==> config.mk <==
export PLATFORM = sky130hd
export DESIGN_NAME = cv5_ram
export DESIGN_NICKNAME = d
export VERILOG_FILES = /design/src/rtl/cv5_ram.sv
export SDC_FILE = /design/constraint.sdc
export NUM_CORES = 1
export LEC_CHECK = 0
export ABC_CLOCK_PERIOD_IN_PS = 3550
export BUFFER_PORTS_ARGS = -buffer_cell sky130_fd_sc_hd__buf_2
export CELL_PAD_IN_SITES_DETAIL_PLACEMENT = 0
export CELL_PAD_IN_SITES_GLOBAL_PLACEMENT = 2
export CORE_UTILIZATION = 50
export DETAILED_ROUTE_END_ITERATION = 7
export MAX_ROUTING_LAYER = met4
export PLACE_DENSITY_LB_ADDON = 0.1
export SYNTH_ARGS = -nofsm -noshare
export SYNTH_HDL_FRONTEND = slang
export SYNTH_SLANG_ARGS = --single-unit
export TNS_END_PERCENT = 100
==> constraint.sdc <==
create_clock -name clk -period 3.55 [get_ports clk]
set_input_delay 0.71 -clock clk [delete_from_list [all_inputs] [get_ports clk]]
set_output_delay 0.71 -clock clk [all_outputs]
set_load 0.03 [all_outputs]
==> src/rtl/cv5_ram.sv <==
// generic single write port ram with registered read
`timescale 1ns / 1ps
module cv5_ram #(
	parameter int WIDTH = 8,
	parameter int DEPTH = 16
) (
	input  logic                     clk,
	input  logic                     we,
	input  logic [$clog2(DEPTH)-1:0] waddr,
	input  logic [WIDTH-1:0]         wdata,
	input  logic                     re,
	input  logic [$clog2(DEPTH)-1:0] raddr,
	output logic [WIDTH-1:0]         rdata
);
	logic [WIDTH-1:0] mem_q [DEPTH];
	logic [WIDTH-1:0] rd_q;

	always_ff @(posedge clk) begin
		if (we) begin
			mem_q[waddr] <= wdata;
		end
		if (re) begin
			rd_q <= mem_q[raddr];
		end
	end

	assign rdata = rd_q;
endmodule

==> flow_metrics.tcl <==
set metrics [dict create \
    fmax_mhz 506 \
    yosys-top-cells-area "edfxtp_1 (78%), mux4_2 (7.8%), mux4_1 (7.0%)" \
    cts_buffers 17 \
    cts_root_buffer "clkbuf_8" \
    firstDrtPassIters 5 \
    final_design_area_no_fill_um2 6050 \
    clk_pin_slew_ps 60 \
    peakVddDrop_mv 0.319 \
    tightest_slew_ps 952 \
    cts.hold.buffers_added 0 \
    pin_count 27 \
    finalSetupViolCount 0 \
    cts_tree "done" \
    drv_cap 0 \
    synth.largest_area_cell "edfxtp_1" \
    start_kind "input port" \
    finalSetupTns_ps 0 \
    synth_seq_cells 136 \
    grt_setup_unrepaired "false" \
    synth_top_area_share_pct 78.1 \
    grt_start_max_net_pins 33 \
    post_cts_buffers 0 \
    hpwl_um 5910 \
    finalMaxSlewViolations 0 \
    grt_util_all_layers_pct 20.2 \
    finalHoldViolCount 0 \
    via_count 2413 \
    wl_per_cell_um 23.2 \
    die-area_um2 10900 \
    die_h_um 104 \
    crit_fanout 26 \
    r2r_start "mem_q[8][5]" \
    hp-class "in -> reg" \
    fin_crit_sh_pct 55.7 \
    endpoint_kind "flop" \
    cts.repair.resized 0 \
    power_mw 3.59 \
    finalWeightedCongestion 0.714 \
    ys_seq_area_share_pct 78.1 \
    yosysWarningCount 0 \
    antenna_cells 0 \
    relSlewSlack_pct 36.3 \
    netlist_area_um2 5230 \
    path_class "in -> reg" \
    drive_gt1_share_pct 28.5 \
    crit_arrival_ps 2230 \
    routed_wl_um 9680 \
    place_area_um2 5500 \
    fp.dieW_um 104 \
    status "finished clean" \
    start_util_pct 52.5 \
    cts.sinks 136 \
    power.density_nw_per_um2 594 \
    min_period_ps 1980 \
    fin_worst_skew_ps 7.86 \
    crit_start "raddr[0]" \
    overflow 0 \
    hold_ws_ps 567 \
    crit_required_ps 3810 \
    dpl_worst_slack_ps 1000 \
    syn_inst 229 \
    drt_iter0_drc 179 \
    hold_start "re" \
    clk_path_buf_depth 2 \
    synth_area_per_cell_um2 22.8 \
    first_global_vias 2440 \
    ys_types 18 \
    io_buffer_count 26 \
    worstSkewPairLatency_ps 520 \
    antenna_found_initial 0 \
    coreArea_um2 9950 \
    drc_errors 0 \
    postSynthNetCount 248 \
    num_rows 36 \
    grt_pass1_wl_um 14800 \
    area_growth_pct 15.7 \
    drtAntennaViolNets 0 \
    vias_per_cell 5.79 \
    leakagePower_nw 2.00 \
    worst_slack_ps 1570 \
    finish.net_count 290 \
    htreeDepth 4 \
]
## area by class of cell
class | instances | area, um^2
sequential | 136 | 4080
fill | 714 | 3910
multi-input combinational | 83 | 1060
clock buffer | 20 | 425
timing repair buffer | 33 | 195
tap | 133 | 166
clock inverter | 12 | 121
## metal layers
layer  part of all wire (%)  up-vias  track usage, %
met2                     48       71            29.8
li1                       -     1072               -
met1                     46     1254            27.7
met3                    4.1       16            5.01
met5                      0        -               -
met4                    1.6        0            7.24
## cell usage in the layout, fill, tap and decap left out, drive strengths merged
cell	instances
or3b	1
buf	33
nor2b	1
nor2	13
clkinv	4
mux4	32
and2	1
a22oi	16
clkbuf	20
nand2	9
bufinv	1
clkinvlp	4
nand3b	2
edfxtp	136
and2b	1
nor3	4
nand3	1
inv	3
nand2b	2
## metrics by stage
stage	instances	util [%]
final	417	60.8
after global routing	417	60.8
after CTS	417	60.8
after detailed placement	385	55.3
after global placement	385	55.3
after floorplan	229	-
## cell usage after synthesis
cell type        count
edfxtp_1           136
mux4_2              18
a22oi_1             16
mux4_1              14
nor2_1              13
nand2_1              9
nor3_1               4
buf_2                3
buf_6                3
clkdlybuf4s25_2      3
nand2b_1             2
nand3b_1             2
and2_1               1
and2b_1              1
buf_4                1
nand3_1              1
nor2b_1              1
or3b_2               1
## worst max-delay path, stage by stage
cell     delay, ps
buf_2          250
buf_12         270
mux4_1         600
a22oi_1        310
nand2_1         80
## where the power goes
group / internal (mW) / switching (mW) / total [mW]
sequential: 1.81 / 0.00986 / 1.82
clock: 0.938 / 0.662 / 1.60
combinational: 0.0659 / 0.106 / 0.172
total: 2.81 / 0.778 / 3.59
## registers in the layout (all words and copies together), names as in the netlist
name / count
mem_q: 128
rdata: 8
## kinds of logic (layout without fill, tap and decap cells)
logic type	after synthesis	after routing	synth area share, %
AOI/OAI and AO/OA	16	16	2.30
buffers and inverters	10	65	1.65
DFF	136	136	78.1
muxes	32	32	14.8
and+or+nand+nor	35	35	3.14
## worst paths after layout
check / cells past startpoint / slack, ps / to
setup / recovery: 5 / 1570 / rdata[5]
hold / removal: 1 / 570 / rdata[1]
setup reg to reg: 3 / 2040 / rdata[5]
hold reg to reg: 3 / 760 / rdata[1]
Note: power is estimated with default switching activity, not from simulation.
